## src/sv/pfi_pkg.sv

```systemverilog
// Shared types and constants of the packet-to-flit injector.
// No dependencies; used by pfi_queue and packet_to_flit_injector.
package pfi_pkg;

  localparam int SIZE_W = 7;
  localparam int SEQ_W  = 6;

  localparam logic [SIZE_W-1:0] MAX_PACKET_FLITS = 7'd64;

  // Flit kind codes
  localparam logic [1:0] KIND_HEAD = 2'd0;
  localparam logic [1:0] KIND_BODY = 2'd1;
  localparam logic [1:0] KIND_TAIL = 2'd2;

  // Packet descriptor as held in the queue
  typedef struct packed {
    logic [7:0]        src;
    logic [7:0]        dst;
    logic [31:0]       time_stamp;
    logic [SIZE_W-1:0] size;
  } desc_t;

  typedef struct packed {
    logic push;
    logic pop;
  } q_ctl_t;

  typedef struct packed {
    logic empty;
    logic full;
  } q_stat_t;

endpackage

```

## src/sv/pfi_queue.sv

```systemverilog
// Descriptor queue of the packet-to-flit injector: circular buffer with a
// registered head read and write forwarding. Depends on pfi_pkg.
module pfi_queue #(
  parameter int DEPTH = 8
) (
  input  logic             clk,
  input  logic             rst,
  input  pfi_pkg::q_ctl_t  ctl,
  input  pfi_pkg::desc_t   wr_data,
  output pfi_pkg::q_stat_t stat,
  output pfi_pkg::desc_t   head
);

  localparam int PTR_W = (DEPTH > 1) ? $clog2(DEPTH) : 1;
  localparam int CNT_W = $clog2(DEPTH + 1);

  logic [PTR_W-1:0] rd_ptr;
  logic [PTR_W-1:0] rd_ptr_next;
  logic [PTR_W-1:0] wr_ptr;
  logic [PTR_W-1:0] wr_ptr_next;
  logic [CNT_W-1:0] count;
  logic [CNT_W-1:0] count_next;

  pfi_pkg::desc_t mem [DEPTH];

  assign stat.empty = (count == '0);
  assign stat.full  = (count == CNT_W'(DEPTH));

  always_comb begin
    rd_ptr_next = rd_ptr;
    wr_ptr_next = wr_ptr;
    if (ctl.pop) begin
      rd_ptr_next = (rd_ptr == PTR_W'(DEPTH - 1)) ? '0 : rd_ptr + PTR_W'(1);
    end
    if (ctl.push) begin
      wr_ptr_next = (wr_ptr == PTR_W'(DEPTH - 1)) ? '0 : wr_ptr + PTR_W'(1);
    end
    case ({ctl.push, ctl.pop})
      2'b10:   count_next = count + CNT_W'(1);
      2'b01:   count_next = count - CNT_W'(1);
      default: count_next = count;
    endcase
  end

  always_ff @(posedge clk) begin
    if (rst) begin
      rd_ptr <= '0;
      wr_ptr <= '0;
      count  <= '0;
    end else begin
      rd_ptr <= rd_ptr_next;
      wr_ptr <= wr_ptr_next;
      count  <= count_next;
    end
  end

  always_ff @(posedge clk) begin
    if (ctl.push) begin
      mem[wr_ptr] <= wr_data;
    end
  end

  // Head always tracks the entry at the next read address; a write to that
  // same address in this cycle is forwarded.
  always_ff @(posedge clk) begin
    if (ctl.push && (wr_ptr == rd_ptr_next)) begin
      head <= wr_data;
    end else begin
      head <= mem[rd_ptr_next];
    end
  end

endmodule

```

## src/sv/packet_to_flit_injector.sv

```systemverilog
// Top level of the packet-to-flit injector: input register, flit sequencing
// and result register. Depends on pfi_pkg and pfi_queue.
//
// Usage:
//   Input channel (in_valid / in_stall) carries one transaction per tick:
//   an optional packet descriptor (push_*) and the receiver's ack_level.
//   Output channel (out_valid / out_stall) returns exactly one transaction
//   per input transaction, in order: an optional flit (flit_*), the
//   request level after the tick and the drop flag for the offered packet.
//   Path: an accepted transaction waits in the input register, is processed
//   into the result register and is taken from there.
//   Throughput: one transaction per cycle while out_stall is low. The whole
//   tick (queue push, head select, flit kind/sequence, pop) is one pass of
//   logic between the input register and the result register; the queue
//   head is read ahead from its memory so it is ready in the same pass.
//   Stall: while out_stall holds a waiting result, one more transaction can
//   sit in the input register; after that in_stall rises.
//   Reset (rst, synchronous): the queue is emptied, flits_left and tx_level
//   (the request level) go to zero, both channels go idle. Queue storage is not
//   cleared; entries are only read after they have been written.
module packet_to_flit_injector #(
  parameter int QUEUE_DEPTH = 8
) (
  input  logic        clk,
  input  logic        rst,
  // input channel
  input  logic        in_valid,
  output logic        in_stall,
  input  logic        push_valid,
  input  logic [7:0]  push_src,
  input  logic [7:0]  push_dst,
  input  logic [31:0] push_time,
  input  logic [6:0]  push_size,
  input  logic        ack_level,
  // output channel
  output logic        out_valid,
  input  logic        out_stall,
  output logic        flit_valid,
  output logic [7:0]  flit_src,
  output logic [7:0]  flit_dst,
  output logic [31:0] flit_time,
  output logic [5:0]  flit_seq,
  output logic [6:0]  flit_length,
  output logic [1:0]  flit_kind,
  output logic        req_level,
  output logic        push_dropped
);

  // Input register
  logic           a_valid;
  logic           a_push_valid;
  logic           a_ack;
  pfi_pkg::desc_t a_desc;

  // Sequencing state
  logic [pfi_pkg::SIZE_W-1:0] flits_left;
  logic [pfi_pkg::SIZE_W-1:0] flits_left_next;
  logic                       tx_level;

  // Processing signals
  logic                       adv;
  logic                       push_ok;
  logic                       send_ok;
  logic                       dropped;
  pfi_pkg::desc_t             push_desc;
  pfi_pkg::desc_t             head;
  pfi_pkg::desc_t             q_head;
  pfi_pkg::q_ctl_t            q_ctl;
  pfi_pkg::q_stat_t           q_stat;
  logic [pfi_pkg::SIZE_W-1:0] fl_cur;
  logic [1:0]                 kind;
  logic [pfi_pkg::SEQ_W-1:0]  seq;

  // A transaction moves on when the result register is free or being taken.
  assign adv      = a_valid && (!out_valid || !out_stall);
  assign in_stall = a_valid && !adv;

  always_ff @(posedge clk) begin
    if (rst) begin
      a_valid <= 1'b0;
    end else if (in_valid && !in_stall) begin
      a_valid <= 1'b1;
    end else if (adv) begin
      a_valid <= 1'b0;
    end
  end

  always_ff @(posedge clk) begin
    if (in_valid && !in_stall) begin
      a_push_valid      <= push_valid;
      a_ack             <= ack_level;
      a_desc.src        <= push_src;
      a_desc.dst        <= push_dst;
      a_desc.time_stamp <= push_time;
      a_desc.size       <= push_size;
    end
  end

  // Offered descriptor with its size clamped to 1..MAX_PACKET_FLITS
  always_comb begin
    push_desc = a_desc;
    if (a_desc.size == '0) begin
      push_desc.size = pfi_pkg::SIZE_W'(1);
    end else if (a_desc.size > pfi_pkg::MAX_PACKET_FLITS) begin
      push_desc.size = pfi_pkg::MAX_PACKET_FLITS;
    end
  end

  pfi_queue #(
    .DEPTH (QUEUE_DEPTH)
  ) u_queue (
    .clk     (clk),
    .rst     (rst),
    .ctl     (q_ctl),
    .wr_data (push_desc),
    .stat    (q_stat),
    .head    (q_head)
  );

  always_comb begin
    dropped = a_push_valid && q_stat.full;
    push_ok = a_push_valid && !q_stat.full;
    // an empty queue gets its head from this tick's push
    send_ok = (a_ack == tx_level) && (!q_stat.empty || push_ok);
    head    = q_stat.empty ? push_desc : q_head;

    // zero flits_left means the head packet has not started
    if ((flits_left == '0) || (flits_left > head.size)) begin
      fl_cur = head.size;
    end else begin
      fl_cur = flits_left;
    end

    if (fl_cur == head.size) begin
      kind = pfi_pkg::KIND_HEAD;
    end else if (fl_cur == pfi_pkg::SIZE_W'(1)) begin
      kind = pfi_pkg::KIND_TAIL;
    end else begin
      kind = pfi_pkg::KIND_BODY;
    end

    seq             = pfi_pkg::SEQ_W'(head.size - fl_cur);
    flits_left_next = send_ok ? fl_cur - pfi_pkg::SIZE_W'(1) : flits_left;

    q_ctl.push = adv && push_ok;
    q_ctl.pop  = adv && send_ok && (fl_cur == pfi_pkg::SIZE_W'(1));
  end

  always_ff @(posedge clk) begin
    if (rst) begin
      flits_left <= '0;
      tx_level   <= 1'b0;
      out_valid  <= 1'b0;
    end else begin
      if (adv) begin
        flits_left <= flits_left_next;
        tx_level   <= tx_level ^ send_ok;
        out_valid  <= 1'b1;
      end else if (!out_stall) begin
        out_valid <= 1'b0;
      end
    end
  end

  // Result register; flit fields read zero when no flit goes out.
  always_ff @(posedge clk) begin
    if (adv) begin
      flit_valid   <= send_ok;
      flit_src     <= send_ok ? head.src : '0;
      flit_dst     <= send_ok ? head.dst : '0;
      flit_time    <= send_ok ? head.time_stamp : '0;
      flit_seq     <= send_ok ? seq : '0;
      flit_length  <= send_ok ? head.size : '0;
      flit_kind    <= send_ok ? kind : pfi_pkg::KIND_HEAD;
      req_level    <= tx_level ^ send_ok;
      push_dropped <= dropped;
    end
  end

endmodule

```

## config.mk

```make
export PLATFORM = sky130hd
export DESIGN_NAME = packet_to_flit_injector
export DESIGN_NICKNAME = d
export VERILOG_FILES = /design/src/sv/pfi_pkg.sv /design/src/sv/pfi_queue.sv /design/src/sv/packet_to_flit_injector.sv
export SDC_FILE = /design/constraint.sdc
export NUM_CORES = 1
export LEC_CHECK = 0
export BUFFER_PORTS_ARGS = -buffer_cell sky130_fd_sc_hd__clkbuf_2
export CELL_PAD_IN_SITES_DETAIL_PLACEMENT = 0
export CELL_PAD_IN_SITES_GLOBAL_PLACEMENT = 1
export CORE_MARGIN = 8
export CORE_UTILIZATION = 40
export DETAILED_ROUTE_END_ITERATION = 10
export GPL_ROUTABILITY_DRIVEN = 0
export PLACE_DENSITY = 0.68
export SLEW_MARGIN = 15
export SYNTH_ARGS = -nofsm -noshare
export SYNTH_HDL_FRONTEND = slang
export SYNTH_SLANG_ARGS = --single-unit
```

## constraint.sdc

```tcl
create_clock -name clk -period 12.49 [get_ports clk]
set_input_delay 1.8735 -clock clk [delete_from_list [all_inputs] [get_ports clk]]
set_output_delay 1.8735 -clock clk [all_outputs]
set_load 0.005 [all_outputs]
```

# Yosys cells after proc, flatten, opt, wreduce, memory -nomap -nowiden
# Memory sizes are Yosys's and may differ from the RTL's. A register that Yosys moved wholly into a read port is not among the register bits.
# Index checks and enable logic that the tools add are counted.
[classes]
addsub = 6
magnitude_cmp = 2
eq_ne = 9
n_mux = 15
n_bitwise = 2
reduce_logical = 25
[op_table]
columns = ["cell", "n"]
rows = [
  ["two-way mux 55 bit", 1],
  ["two-way mux 7 bit", 3],
  ["zero test 7 bit", 2],
  ["logical AND 1 bit", 9],
  ["two-way mux 3 bit", 3],
  ["case mux 4 bit (2 select lines)", 1],
  ["equality test 7 x 1 -> 1 bit (second input constant)", 1],
  ["equality test 7 bit", 1],
  ["> comparator 7 bit", 1],
  ["> comparator 7 bit (second input constant)", 1],
  ["subtractor 7 x 1 -> 7 bit (second input constant)", 1],
  ["adder 3 x 1 -> 3 bit (second input constant)", 2],
  ["equality test 3 bit (second input constant)", 2],
  ["zero test 1 bit", 6],
  ["two-way mux 1 bit", 6],
  ["subtractor 6 bit", 1],
  ["adder 4 x 1 -> 4 bit (second input constant)", 1],
  ["equality test 4 bit (second input constant)", 1],
  ["zero test 4 bit", 1],
  ["nonzero test 2 bit", 2],
  ["subtractor 4 x 1 -> 4 bit (second input constant)", 1],
  ["logical OR 1 bit", 3],
  ["equality test 2 x 1 -> 1 bit (second input constant)", 1],
  ["equality test 2 bit (second input constant)", 1],
  ["other kinds (7)", 7],
]
[totals]
ff_bits = 143
mem_bits_rw = 440
inputBits = 61
out_inout_bits = 68
wordCells = 82
mem_count = 1
[mem_list]
columns = ["name", "depth", "width", "rd", "rd_ports_with_merged_regs", "write_ports", "line_no", "source"]
rows = [
  ["u_queue.mem", 8, 55, 1, 1, 1, "pfi_queue.sv:24", "pfi_pkg::desc_t mem [DEPTH];"],
]

# Logic depth before layout (Yosys ltp)
# Gate-level depths: netlist (run 1).
[depth]
depth_word = 11
mapped_depth = 25
mapped_depth_nobuf = 23

# Cells and area by module
# A second synthesis (run 1) with hierarchy kept.
[hier_totals]
cells_unflattened = 1174
hier_area_um2 = 23171.0
[modules_own_cells]
columns = ["module", "n_inst", "cells_each", "area_each_um2", "seq_area_each_um2"]
rows = [
  ["pfi_queue", 1, 712, 17176.5, 13472.9],
  ["packet_to_flit_injector", 1, 462, 5994.5, 3893.7],
]

# Worst setup path before layout (run 1)
# Ideal clock, no wire load.
[synth_path]
path_kind = "in2reg"
from = "in out_stall"
to = "mem u_queue.mem[0][0] (netlist name), enable pin"
setup_time_ns = 0.604
arrival_ns = 11.767
t_required_ns = 11.886
slack_ns = 0.119
path_stages = 3
n_path_buf = 0
cell_sequence = "a21boi_1 > nand3_1 > nor4_1"
[synth_between]
elab_chain_len = 6
[synth_rtl]
columns = ["element", "line_no", "source"]
rows = [
  ["from (decl)", "packet_to_flit_injector.sv:37", "input logic out_stall,"],
  ["zero test 1 bit", "-", ""],
  ["logical OR 1 bit", "packet_to_flit_injector.sv:75", "assign adv = a_valid && (!out_valid || !out_stall);"],
  ["logical AND 1 bit", "packet_to_flit_injector.sv:75", ""],
  ["logical AND 1 bit", "packet_to_flit_injector.sv:145", "q_ctl.push = adv && push_ok;"],
  ["two-way mux 1 bit", "pfi_queue.sv:58", "if (ctl.push) begin"],
  ["two-way mux 1 bit (not written as such)", "pfi_queue.sv:59", "mem[wr_ptr] <= wr_data;"],
  ["to (decl)", "pfi_queue.sv:24", ""],
]
# Every way passes these cells.

==> summary.md, run 1 <==
| Metric | Value |
|---|---|
| Crit path arrival time | `7.73 ns` |
| I/O Pins | `129` |
| Setup bufs post-CTS | `0` |
| Reg area | `17380 µm²` |
| Hold Vio Cnt, Final | `0` |
| Avg WL per Cell | `22.83 µm` |
| Count of final setup violators | `0` |
| Drt via density | `5.312` |
| Final Critical Period | `7.197 ns` |
| Starting Density | `0.4052` |
| Post-synth EDFFs | `563` |
| Setup CP Type | `flip-flop to flip-flop` |
| Crit share post-route | `0.5762` |
| Mapped Avg Cell Area | `19.61 µm²` |
| Mapped Nets | `1245` |
| Seq/Total Area, Yosys | `0.7600` |
| Drt drc | `0` |
| Vias | `11220` |
| Max Cap Violations | `0` |
| Cell area after synthesis | `22850 µm²` |
| Vias in the first global route | `11800` |
| Kind of path behind the tightest hold check | `flip-flop to flip-flop` |
| Die ar. | `65030 µm²` |
| Core ar. | `56390 µm²` |
| FF-to-FF path depth | `21` |
| Layout Cells excl Fill | `2112` |
| Worst rel slew slack | `0.2847` |
| Max Root-Sink Buffers | `3` |
| Most frequent cells in the layout | `edfxtp_1 (563), clkbuf_2 (128), mux4_2 (108)` |
| Reg clk slew, reported paths | `0.07 ns` |
| Initial antenna violation count | `0` |
| Commonest non-fill, non-tap cell in the layout | `edfxtp_1` |
| Largest net degree at the start of global routing | `65` |
| CTS Root Buffer Type | `clkbuf_16` |
| Slew of the pin with the lowest slew margin | `1.073 ns` |
| Number of synthesized register bits | `586` |
| CTS tree | `done` |
| Post_cts resized | `0` |
| WHS | `0.4844 ns` |
| CTS Hold Bufs | `0` |
| Die W | `255.0 µm` |
| Drt first pass iters | `4` |
| Post-synth cell types | `59` |
| Gate Count Post-Synth | `1165` |
| Setup TNS | `0 ns` |
| Grt total ovfl | `0` |
| Chip height | `255.0 µm` |
| Hold Crit Start | `flits_left[0]` |
| NumNets Final | `1395` |
| Routed Antenna Nets | `0` |
| Startpoint class of the critical path | `flip-flop` |
| Area of the multi-input gates | `5266 µm²` |
| Clock latency at the later pin of the worst-skew pair | `0.62 ns` |
| Diodes inserted | `0` |
| RSZ-0062 raised after global routing | `false` |
| Hpwl dp | `25650 µm` |
| Status | `complete, no violations` |
| Final Max Slew Viols | `0` |
| Total CTS buffers | `60` |
| Pleak | `8.420 nW` |
| Asr flop ratio synth | `0` |
| Hold Path Depth | `2` |
| Fillers | `4766` |
| # clock sinks | `586` |
| Crit path required time | `13.02 ns` |
| Port Buffers | `128` |
| Reg2Reg Setup Slack | `5.29 ns` |
| Max FO, Critical Path | `51` |
| Gr usage total | `0.1485` |
| Power Total | `0.004230 W` |
| CP endpoint kind | `flip-flop` |
| Num rows | `87` |
| First-pass GRT wire length | `73420 µm` |
| Yosys synthesis warning count | `0` |
| CTS HTree Levels | `2` |
| Worst hold path endpoint | `flits_left[0]` |
| DRT iter0 DRCs | `857` |
| Maximum clock rate | `138.9 MHz` |
| VDD IR-drop max | `114.5 µV` |
| Worst reg2reg endpoint | `u_queue.count[2]` |
| Placed cells | `2009` |
| Pwr dens | `160.5 nW/µm²` |
| Final WL | `48220 µm` |
| Area grow syn2layout | `15.34%` |
| Fraction of layout cells with a size suffix above 1 | `0.2714` |
| Post-synth top flop | `edfxtp_1` |
| Finished Core Util | `0.4674` |
| Clock Skew | `0.01964 ns` |
[flip-flops by register name (all words and copies together), names as in the netlist, named ones only]
name,cells
u_queue.mem,440
a_desc,55
flit_time,32
flit_dst,8
flit_src,8
flit_length,7
flits_left,7
flit_seq,6
u_queue.count,4
u_queue.rd_ptr,3
u_queue.wr_ptr,3
flit_kind,2
a_ack,1
a_push_valid,1
a_valid,1
flit_valid,1
out_valid,1
push_dropped,1
req_level,1
tx_level,1
[worst max-delay path, stage by stage, from the launching register on]
cell	delay (ns)
dfxtp_4	0.72
buf_4	0.88
mux4_2	0.60
mux2i_1	0.13
nand2_1	0.07
o21ai_1	0.34
ha_1	0.36
a21o_1	0.19
maj3_2	0.32
a311o_2	0.48
and2_0	0.34
a21boi_0	0.46
ha_1	0.26
nand2_1	0.09
nor4_4	0.52
ha_1	0.36
xor2_1	0.17
ha_1	0.17
a21oi_1	0.05
xor2_1	0.15
or3_1	0.31
a21oi_1	0.13
[power breakdown]
part	leakage (nW)	internal [W]	switching, W
Clock	0.938	0.00104	0.000730
Sequential	5.35	0.00220	0.0000336
Combinational	2.13	0.0000887	0.000144
[cell type report]
class	instances	area share
Sequential cell	586	0.6594
Multi-Input combinational cell	504	0.1998
Clock buffer	69	0.05825
Tap cell	756	0.03589
Timing Repair Buffer	147	0.02972
Clock inverter	34	0.01462
Inverter	16	0.002279
[how the worst max path moves through the flow]
stage | from | endpoint | slack, ns | cells past startpoint
2_1_floorplan | out_stall | u_queue.mem[0][0] | 0.12 | 3
3_3_place_gp | flip-flop | u_queue.count[2] | 5.25 | 21
3_5_place_dp | flip-flop | u_queue.count[2] | 5.22 | 21
4_1_cts | flip-flop | u_queue.count[2] | 5.17 | 21
5_1_grt | flip-flop | u_queue.count[2] | 4.64 | 21
6_report | flip-flop | u_queue.count[2] | 5.29 | 21
[cell usage after synthesis (all sizes together) (2+ instances only)]
master / instances / share of area
buf: 23 / 0.0045
or3: 5 / 0.0014
dfxtp: 23 / 0.020
a21oi: 21 / 0.0048
and3: 4 / 0.0011
mux2: 5 / 0.0025
nor4: 3 / 0.0015
nand2b: 6 / 0.0016
or4: 3 / 0.00099
mux4: 108 / 0.11
nor2: 87 / 0.014
a31oi: 3 / 0.0011
xnor2: 9 / 0.0034
inv: 16 / 0.0026
xor2: 5 / 0.0019
a211oi: 52 / 0.017
edfxtp: 563 / 0.74
a21o: 5 / 0.0016
nor3: 14 / 0.0031
nand2: 22 / 0.0036
o311ai: 2 / 0.00077
and2: 3 / 0.00082
o2111ai: 3 / 0.0012
a21boi: 2 / 0.00066
nand3: 7 / 0.0015
nand3b: 2 / 0.00066
mux2i: 63 / 0.028
o21ai: 17 / 0.0037
nor3b: 2 / 0.00066
ha: 18 / 0.0099
nor2b: 15 / 0.0044
clkbuf: 36 / 0.0059
[stage by stage]
stage	area [µm²]	setup WS, ns
3_3_place_gp	24430	5.248
5_1_grt	26350	4.640
4_1_cts	26350	5.170
2_1_floorplan	22850	0.1190
6_report	26350	5.293
3_5_place_dp	24430	5.216
[cell families after synthesis]
group	count (synthesis)	synth area share
AOI/OAI and AO/OA	117	0.03669
xor gates and xnor gates	14	0.005366
adders and majority gates	20	0.01123
buffers and inverters	75	0.01309
DFF	586	0.7600
muxes	176	0.1365
and+or+nand+nor	177	0.03707
[metal layers]
| metal | routed length (µm) | up-vias | track usage |
|---|---|---|---|
| li1 | - | 5036 | - |
| met1 | 22040 | 5882 | 0.2058 |
| met2 | 23280 | 235 | 0.2433 |
| met3 | 1997 | 66 | 0.02284 |
| met4 | 900 | 0 | 0.04225 |
| met5 | 0 | - | 0 |
Note: power is estimated with default switching activity, not from simulation.
==> run 2, diff against run 1 <==
--- a/config.mk
+++ b/config.mk
@@ -5,6 +5,7 @@
 export SDC_FILE = /design/constraint.sdc
 export NUM_CORES = 1
 export LEC_CHECK = 0
+export ABC_AREA = 1
 export BUFFER_PORTS_ARGS = -buffer_cell sky130_fd_sc_hd__clkbuf_2
 export CELL_PAD_IN_SITES_DETAIL_PLACEMENT = 0
 export CELL_PAD_IN_SITES_GLOBAL_PLACEMENT = 1
@@ -12,7 +13,7 @@
 export CORE_UTILIZATION = 40
 export DETAILED_ROUTE_END_ITERATION = 10
 export GPL_ROUTABILITY_DRIVEN = 0
-export PLACE_DENSITY = 0.68
+export PLACE_DENSITY = 0.71
 export SLEW_MARGIN = 15
 export SYNTH_ARGS = -nofsm -noshare
 export SYNTH_HDL_FRONTEND = slang
==> constraint.sdc (replaced) <==
create_clock -name clk -period 6.1 [get_ports clk]
set_input_delay 0.915 -clock clk [delete_from_list [all_inputs] [get_ports clk]]
set_output_delay 0.915 -clock clk [all_outputs]
set_load 0.005 [all_outputs]
==> run 2 against run 1 <==
Effect of this change: utilization is 0.37 points lower; highest routed layer unchanged; hold slack got worse by 0.012 ns; register-to-register slack worse by 4.3 ns; critical path type unchanged; sequential share of layout area down 1.0 points; total power increased by 110%; non-clock buffer count is 9 higher; clock-buffer cell count is 4 higher; clock power up 99%.
==> summary.md, run 2 <==
| Metric | Value |
|---|---|
| Status | `complete, no violations` |
| Yosys synthesis warning count | `0 (unchanged)` |
| Mapped Avg Cell Area | `12.77 µm² (-35%)` |
| Most frequent cells in the layout | `edfxtp_1 (563), nor2_1 (249), o21ai_0 (221)` |
| Post-synth top cells | `edfxtp_1 (563), nor2_1 (258), o21ai_0 (221)` |
| Startpoint class of the critical path | `flip-flop` |
| Final Max Slew Viols | `0 (unchanged)` |
| DRT iter0 DRCs | `1041 (+21%)` |
| I/O Pins | `129 (unchanged)` |
| Setup CP Type | `flip-flop to flip-flop` |
| CTS HTree Levels | `2 (unchanged)` |
| Post-Layout Inst Area | `26750 µm² (+1.5%)` |
| Diodes inserted | `0 (unchanged)` |
| Chip height | `257.8 µm (+1.1%)` |
| Slew of the pin with the lowest slew margin | `1.130 ns (+0.05682 ns)` |
| Sequential share of power | `0.525 (-0.002)` |
| Max Cap Violations | `0 (unchanged)` |
| Post-synth cell types | `42 (-29%)` |
| Pleak | `9.645 nW (+15%)` |
| Core ar. | `57700 µm² (+2.3%)` |
| VDD IR-drop max | `213.2 µV (+86%)` |
| Die W | `257.8 µm (+1.1%)` |
| Vias in the first global route | `14640 (+24%)` |
| Seq/Total Area, Yosys | `0.7428 (-0.01721)` |
| WHS | `0.4725 ns (-0.01186 ns)` |
| Port Buffers | `128 (unchanged)` |
| GRT Max-Usage Layer | `met2` |
| Reg2Reg Setup Slack | `1.01 ns (-4.28 ns)` |
| Post_cts resized | `0 (unchanged)` |
| Int Power | `0.006752 W (+100%)` |
| Pwr dens | `325.6 nW/µm² (+100%)` |
| Number of synthesized register bits | `586 (unchanged)` |
| Count of final setup violators | `0 (unchanged)` |
| Area of the multi-input gates | `5216 µm² (-0.95%)` |
| FF-to-FF path depth | `27 (+29%)` |
| Vias | `14440 (+29%)` |
| Max FO, Critical Path | `69 (+35%)` |
| Avg WL per Cell | `20.14 µm (-12%)` |
| Num rows | `88 (+1.1%)` |
| Biggest register | `u_queue.mem` |
| Most common cell in the netlist | `edfxtp_1` |
| Power Total | `0.008711 W (+110%)` |
| Met3 Usage GRT | `0.02672 (+0.003879)` |
| Area contributors post-synth | `edfxtp_1 (72%), o21ai_0 (4.7%), nor2_1 (4.1%)` |
| Hold Vio Cnt, Final | `0 (unchanged)` |
| Met1 Usage GRT | `0.2201 (+0.01433)` |
| Asr flop ratio synth | `0 (unchanged)` |
| Cell area after synthesis | `23380 µm² (+2.3%)` |
| Net Switching | `0.001959 W (+120%)` |
| Die ar. | `66440 µm² (+2.2%)` |
| Final Critical Period | `5.088 ns (-2.109 ns)` |
| Top-area cell type share of the netlist area | `0.7231 (-0.01675)` |
| NumNets Final | `2022 (+45%)` |
| Sw Ratio | `0.2249 (+0.01036)` |
| Placed inst area | `24880 µm² (+1.8%)` |
| Max reg flops | `440 (unchanged)` |
| Setup TNS | `0 ns (unchanged)` |
| CP endpoint kind | `flip-flop` |
| Worst reg2reg endpoint | `u_queue.count[2]` |
| Fillers | `5145 (+8.0%)` |
| CTS Hold Bufs | `0 (unchanged)` |
| First-pass GRT wire length | `86010 µm (+17%)` |
| Pre-CTS setup slack | `1.009 ns (-4.208 ns)` |
| Crit path arrival time | `5.58 ns (-2.15 ns)` |
| Mapped Nets | `1911 (+53%)` |
| Kind of path behind the tightest hold check | `primary input to flip-flop` |
| Area grow syn2layout | `14.44%` |
| CTS Root Buffer Type | `clkbuf_16` |
| Final setup margin | `1.012 ns (-4.281 ns)` |
| Commonest non-fill, non-tap cell in the layout | `edfxtp_1` |
| Top Registers | `u_queue.mem (440), a_desc (55), flit_time (32)` |
| Maximum clock rate | `196.5 MHz (+41%)` |
| Gate Count Post-Synth | `1831 (+57%)` |
| Drt drc | `0 (unchanged)` |
| Worst rel slew slack | `0.2451 (-0.03967)` |
| GRT met2 Usage | `0.2767 (+0.03336)` |
| Setup bufs post-CTS | `0 (unchanged)` |
| Max Root-Sink Buffers | `3 (unchanged)` |
| Area leader, netlist | `edfxtp_1` |
| # clock sinks | `586 (unchanged)` |
| Clk pwr share | `0.404 (-0.014)` |
| Reg area | `17380 µm² (about the same)` |
| Final WL | `55470 µm (+15%)` |
| RSZ-0062 raised after global routing | `false` |
| Grt total ovfl | `0 (unchanged)` |
| Starting Density | `0.4052 (about the same)` |
| Combinational power share | `0.070 (+0.015)` |
| Gr usage total | `0.1638 (+0.01535)` |
| Crit path required time | `6.59 ns (-6.43 ns)` |
| Reg clk slew, reported paths | `0.06 ns (about the same)` |
| CP endpoint | `u_queue.count[2]` |
| Post-synth top flop | `edfxtp_1` |
| CTS tree | `done` |
| Clock Skew | `0.01559 ns (-0.004044 ns)` |
| Largest net degree at the start of global routing | `94 (+45%)` |
| Hpwl dp | `30390 µm (+18%)` |
| Post-synth EDFFs | `563 (unchanged)` |
| Drt via density | `5.243 (-1.3%)` |
| Fraction of layout cells with a size suffix above 1 | `0.1473 (-0.1241)` |
| Clock latency at the later pin of the worst-skew pair | `0.61 ns (about the same)` |
| Drt first pass iters | `5 (+1)` |
| Total CTS buffers | `58 (-3.3%)` |
| Routed Antenna Nets | `0 (unchanged)` |
| Crit share post-route | `0.8341 (+0.2579)` |
| Initial antenna violation count | `0 (unchanged)` |
[run 2: cell count changes after synthesis, moves of 14 or more]
cell	delta
o21ai_0	+208
nand2_1	+176
nor2_1	+171
mux4_2	-108
inv_1	+102
o22ai_1	+99
nand3_1	+76
mux2i_1	-63
clkbuf_1	+50
a211oi_1	-49
o211ai_1	+48
nor2b_1	-14
nor3_1	-14
[run 2: worst min-delay path by stage]
| stage | endpoint | cells after the start | slack (ns) | start |
|---|---|---|---|---|
| floorplan | flits_left[1] | 2 | 0.47 | flits_left[1] |
| CTS | a_desc[21] | 1 | 0.43 | push_time[14] |
| global route | a_desc[21] | 1 | 0.44 | push_time[14] |
| global placement | out_valid | 2 | 0.50 | out_valid |
| finish | a_desc[21] | 1 | 0.47 | push_time[14] |
| detailed placement | out_valid | 2 | 0.51 | out_valid |
[run 2: routing by layer]
| metal | vias to the layer above | routed length, µm |
|---|---|---|
| li1 | 6831 | - |
| met1 | 7160 | 24540 |
| met2 | 369 | 26890 |
| met3 | 78 | 2922 |
| met4 | 0 | 1119 |
| met5 | - | 0 |
[run 2: area by class of cell]
type,instances,area share
flip-flops and latches,586,0.6494
multi-input cells,1017,0.1950
clock buffers,73,0.05635
well taps,765,0.03578
repair buffers,156,0.03227
inverters,123,0.01754
clock inverters,34,0.01366
[run 2: critical path: stages (launching register included)]
cell	delay, ns
dfxtp_4	0.37
buf_4	0.63
o21ai_0	0.24
o22ai_1	0.21
o21ai_0	0.10
nand2_1	0.09
o21ai_0	0.23
ha_1	0.38
nand2_1	0.06
inv_1	0.07
nand2_1	0.06
nor2_2	0.10
nand4_1	0.14
nand2_4	0.17
nand2_8	0.10
o21ai_2	0.26
ha_1	0.25
inv_1	0.05
nor2_1	0.12
nand4_2	0.15
inv_1	0.12
ha_1	0.23
xor2_1	0.23
ha_1	0.19
a21oi_1	0.05
xor2_1	0.16
o21ai_0	0.17
inv_1	0.05
[run 2: power groups by stage]
stage	sequential [W]	clock, W	combinational, W
global placement	0.00466	0	0.000615
CTS	0.00458	0.00360	0.000624
global route	0.00459	0.00374	0.000688
floorplan	0.00464	0	0.000409
detailed placement	0.00466	0	0.000621
finish	0.00458	0.00352	0.000614
[run 2: kinds of logic (layout without fill, tap and decap cells)]
kind of cell    after synthesis  in the layout  share of synthesized area
flops                       586            586                     0.7428
fa+ha+maj                    19             19                    0.01049
xor+xnor                      6              6                   0.002248
simple gates                586            586                     0.1077
buf+inv                     228            386                    0.03746
compound gates              406            406                    0.09928
[run 2: per-stage QoR]
| stage | utilization | cells |
|---|---|---|
| after floorplan | - | 1831 |
| after global placement | 0.4313 | 2647 |
| after detailed placement | 0.4313 | 2647 |
| after CTS | 0.4637 | 2754 |
| after global routing | 0.4637 | 2754 |
| final | 0.4637 | 2754 |
==> run 3, diff against run 2 <==
--- a/config.mk
+++ b/config.mk
@@ -13,7 +13,7 @@
 export CORE_UTILIZATION = 40
 export DETAILED_ROUTE_END_ITERATION = 10
 export GPL_ROUTABILITY_DRIVEN = 0
-export PLACE_DENSITY = 0.71
+export PLACE_DENSITY = 0.69
 export SLEW_MARGIN = 15
 export SYNTH_ARGS = -nofsm -noshare
 export SYNTH_HDL_FRONTEND = slang
==> constraint.sdc (replaced) <==
create_clock -name clk -period 5.2 [get_ports clk]
set_input_delay 0.78 -clock clk [delete_from_list [all_inputs] [get_ports clk]]
set_output_delay 0.78 -clock clk [all_outputs]
set_load 0.005 [all_outputs]
==> run 3 against run 2 <==
Effect of this change: cell count up 0.40%; cell area grew 0.68%; clock power increased by 21%; register-to-register slack worse by 0.41 ns; first-iteration DRC count grew 14%; clock skew up 0.013 ns; combinational power rose by 18%; sequential cell count unchanged; total power grew 19%; largest cell class unchanged.
==> summary.md, run 3 (same netlist as run 2, synthesis figures left out) <==
| Metric | Value |
|---|---|
| Starting Density | `0.4052 (unchanged)` |
| Chip height | `257.8 µm (unchanged)` |
| Total CTS buffers | `61 (+5.2%)` |
| Initial antenna violation count | `0 (unchanged)` |
| Crit path required time | `5.72 ns (-0.87 ns)` |
| Reg clk slew, reported paths | `0.06 ns (about the same)` |
| Biggest register | `u_queue.mem` |
| Routed Antenna Nets | `0 (unchanged)` |
| Die W | `257.8 µm (unchanged)` |
| CP max-delay cell | `dfxtp_4` |
| Worst rel slew slack | `0.3237 (+0.07866)` |
| Diodes inserted | `0 (unchanged)` |
| Max Cap Violations | `0 (unchanged)` |
| CTS Hold Bufs | `0 (unchanged)` |
| Fillers | `5195 (+0.97%)` |
| Crit path arrival time | `5.11 ns (-0.47 ns)` |
| CTS HTree Levels | `2 (unchanged)` |
| Hpwl dp | `30480 µm (+0.29%)` |
| CTS tree | `done` |
| CP endpoint kind | `flip-flop` |
| Area grow syn2layout | `15.22%` |
| Setup TNS | `0 ns (unchanged)` |
| Max FO, Critical Path | `40 (-42%)` |
| Startpoint class of the critical path | `flip-flop` |
| Drt first pass iters | `5 (unchanged)` |
| Clock Skew | `0.02849 ns (+0.01289 ns)` |
| Top Registers | `u_queue.mem (440), a_desc (55), flit_time (32)` |
| First-pass GRT wire length | `85540 µm (-0.55%)` |
| Slew of the pin with the lowest slew margin | `1.014 ns (-0.1153 ns)` |
| Setup bufs post-CTS | `0 (unchanged)` |
| Most frequent cells in the layout | `edfxtp_1 (563), nor2_1 (249), o21ai_0 (221)` |
| CP endpoint | `u_queue.count[2]` |
| Commonest non-fill, non-tap cell in the layout | `edfxtp_1` |
| Num rows | `88 (unchanged)` |
| DRT iter0 DRCs | `1183 (+14%)` |
| CTS Root Buffer Type | `clkbuf_16` |
| Avg WL per Cell | `20.17 µm (+0.16%)` |
| Gr usage total | `0.1634 (-0.0004210)` |
| Post-Layout Inst Area | `26940 µm² (+0.68%)` |
| FF-to-FF path depth | `28 (+3.7%)` |
| Grt total ovfl | `0 (unchanged)` |
| Status | `complete, no violations` |
| Reg2Reg Setup Slack | `0.60 ns (-0.41 ns)` |
| Kind of path behind the tightest hold check | `primary input to flip-flop` |
| Clock latency at the later pin of the worst-skew pair | `0.64 ns (+0.03 ns)` |
| Port Buffers | `128 (unchanged)` |
| Setup CP Type | `flip-flop to flip-flop` |
| Layout Cells excl Fill | `2765 (+0.40%)` |
| Final Critical Period | `4.596 ns (-0.4924 ns)` |
| Largest net degree at the start of global routing | `96 (+2.1%)` |
| Pleak | `9.752 nW (+1.1%)` |
| Placed inst area | `24970 µm² (+0.37%)` |
| Post_cts resized | `0 (unchanged)` |
| Fraction of layout cells with a size suffix above 1 | `0.1540 (+0.006690)` |
| Final Max Slew Viols | `0 (unchanged)` |
| Die ar. | `66440 µm² (unchanged)` |
| Drt via density | `5.275 (+0.62%)` |
| I/O Pins | `129 (unchanged)` |
| Core ar. | `57700 µm² (unchanged)` |
| RSZ-0062 raised after global routing | `false` |
| Crit share post-route | `0.8838 (+0.04967)` |
| Placed cells | `2651 (+0.15%)` |
| Max Root-Sink Buffers | `3 (unchanged)` |
| NumNets Final | `2029 (+0.35%)` |
| Drt drc | `0 (unchanged)` |
| Maximum clock rate | `217.6 MHz (+11%)` |
| Worst reg2reg endpoint | `u_queue.count[2]` |
| Crit-path max cell delay | `0.43 ns (-0.20 ns)` |
| Vias in the first global route | `14470 (-1.2%)` |
| Hold Vio Cnt, Final | `0 (unchanged)` |
| Count of final setup violators | `0 (unchanged)` |
| Max reg flops | `440 (unchanged)` |
| Final WL | `55780 µm (+0.56%)` |
| # clock sinks | `586 (unchanged)` |
| Finished Core Util | `0.4669 (+0.003144)` |
| VDD IR-drop max | `293.5 µV (+38%)` |
| Vias | `14590 (+1.0%)` |
| Pwr dens | `384.2 nW/µm² (+18%)` |
-- run 3: metal layers --
metal	global-route usage	share of wire	vias up
met1	0.2198	0.44	7306
met4	0.05046	0.023	0
li1	-	-	6862
met2	0.2706	0.48	333
met5	0	0	-
met3	0.02721	0.049	84
-- run 3: cell type report --
type                       count  area, µm²  area share
tap                          765      957.2     0.03554
multi-input combinational   1017       5216      0.1937
clock buffer                  74       1607     0.05964
sequential                   586      17380      0.6451
inverter                     123      470.5     0.01747
timing repair buffer         160      959.7     0.03563
clock inverter                40      350.3     0.01301
-- run 3: worst min-delay path by stage --
stage | startpoint | end | slack (ns) | cells after the start
after floorplan | flits_left[1] | flits_left[1] | 0.47 | 2
after global placement | out_valid | out_valid | 0.49 | 2
final | push_time[23] | a_desc[30] | 0.32 | 1
after CTS | push_time[21] | a_desc[28] | 0.27 | 1
after detailed placement | u_queue.count[0] | u_queue.count[0] | 0.51 | 2
after global routing | push_time[21] | a_desc[28] | 0.28 | 1
-- run 3: where the power goes --
part | switching (W) | internal (W) | leakage, nW
Sequential | 0.0000774 | 0.00529 | 5.35
Clock | 0.00181 | 0.00245 | 0.977
Combinational | 0.000488 | 0.000236 | 3.43
Total | 0.00237 | 0.00797 | 9.75
-- run 3: critical path: cells and delay by family (launching register included) --
family / cells / cell delay (ns)
compound gates: 7 / 1.01
xor+xnor: 2 / 0.37
fa+ha+maj: 4 / 0.96
buf+inv: 6 / 0.73
flops: 1 / 0.43
simple gates: 9 / 0.95
-- run 3: stage by stage --
step / hold WS [ns] / power (W) / setup slack, ns
6_report: 0.3152 / 0.01035 / 0.6043
5_1_grt: 0.2800 / 0.01072 / 0.005470
3_5_place_dp: 0.5081 / 0.006205 / 0.4463
3_3_place_gp: 0.4945 / 0.006198 / 0.5322
2_1_floorplan: 0.4718 / 0.005926 / 0.03938
4_1_cts: 0.2683 / 0.01046 / 0.4170
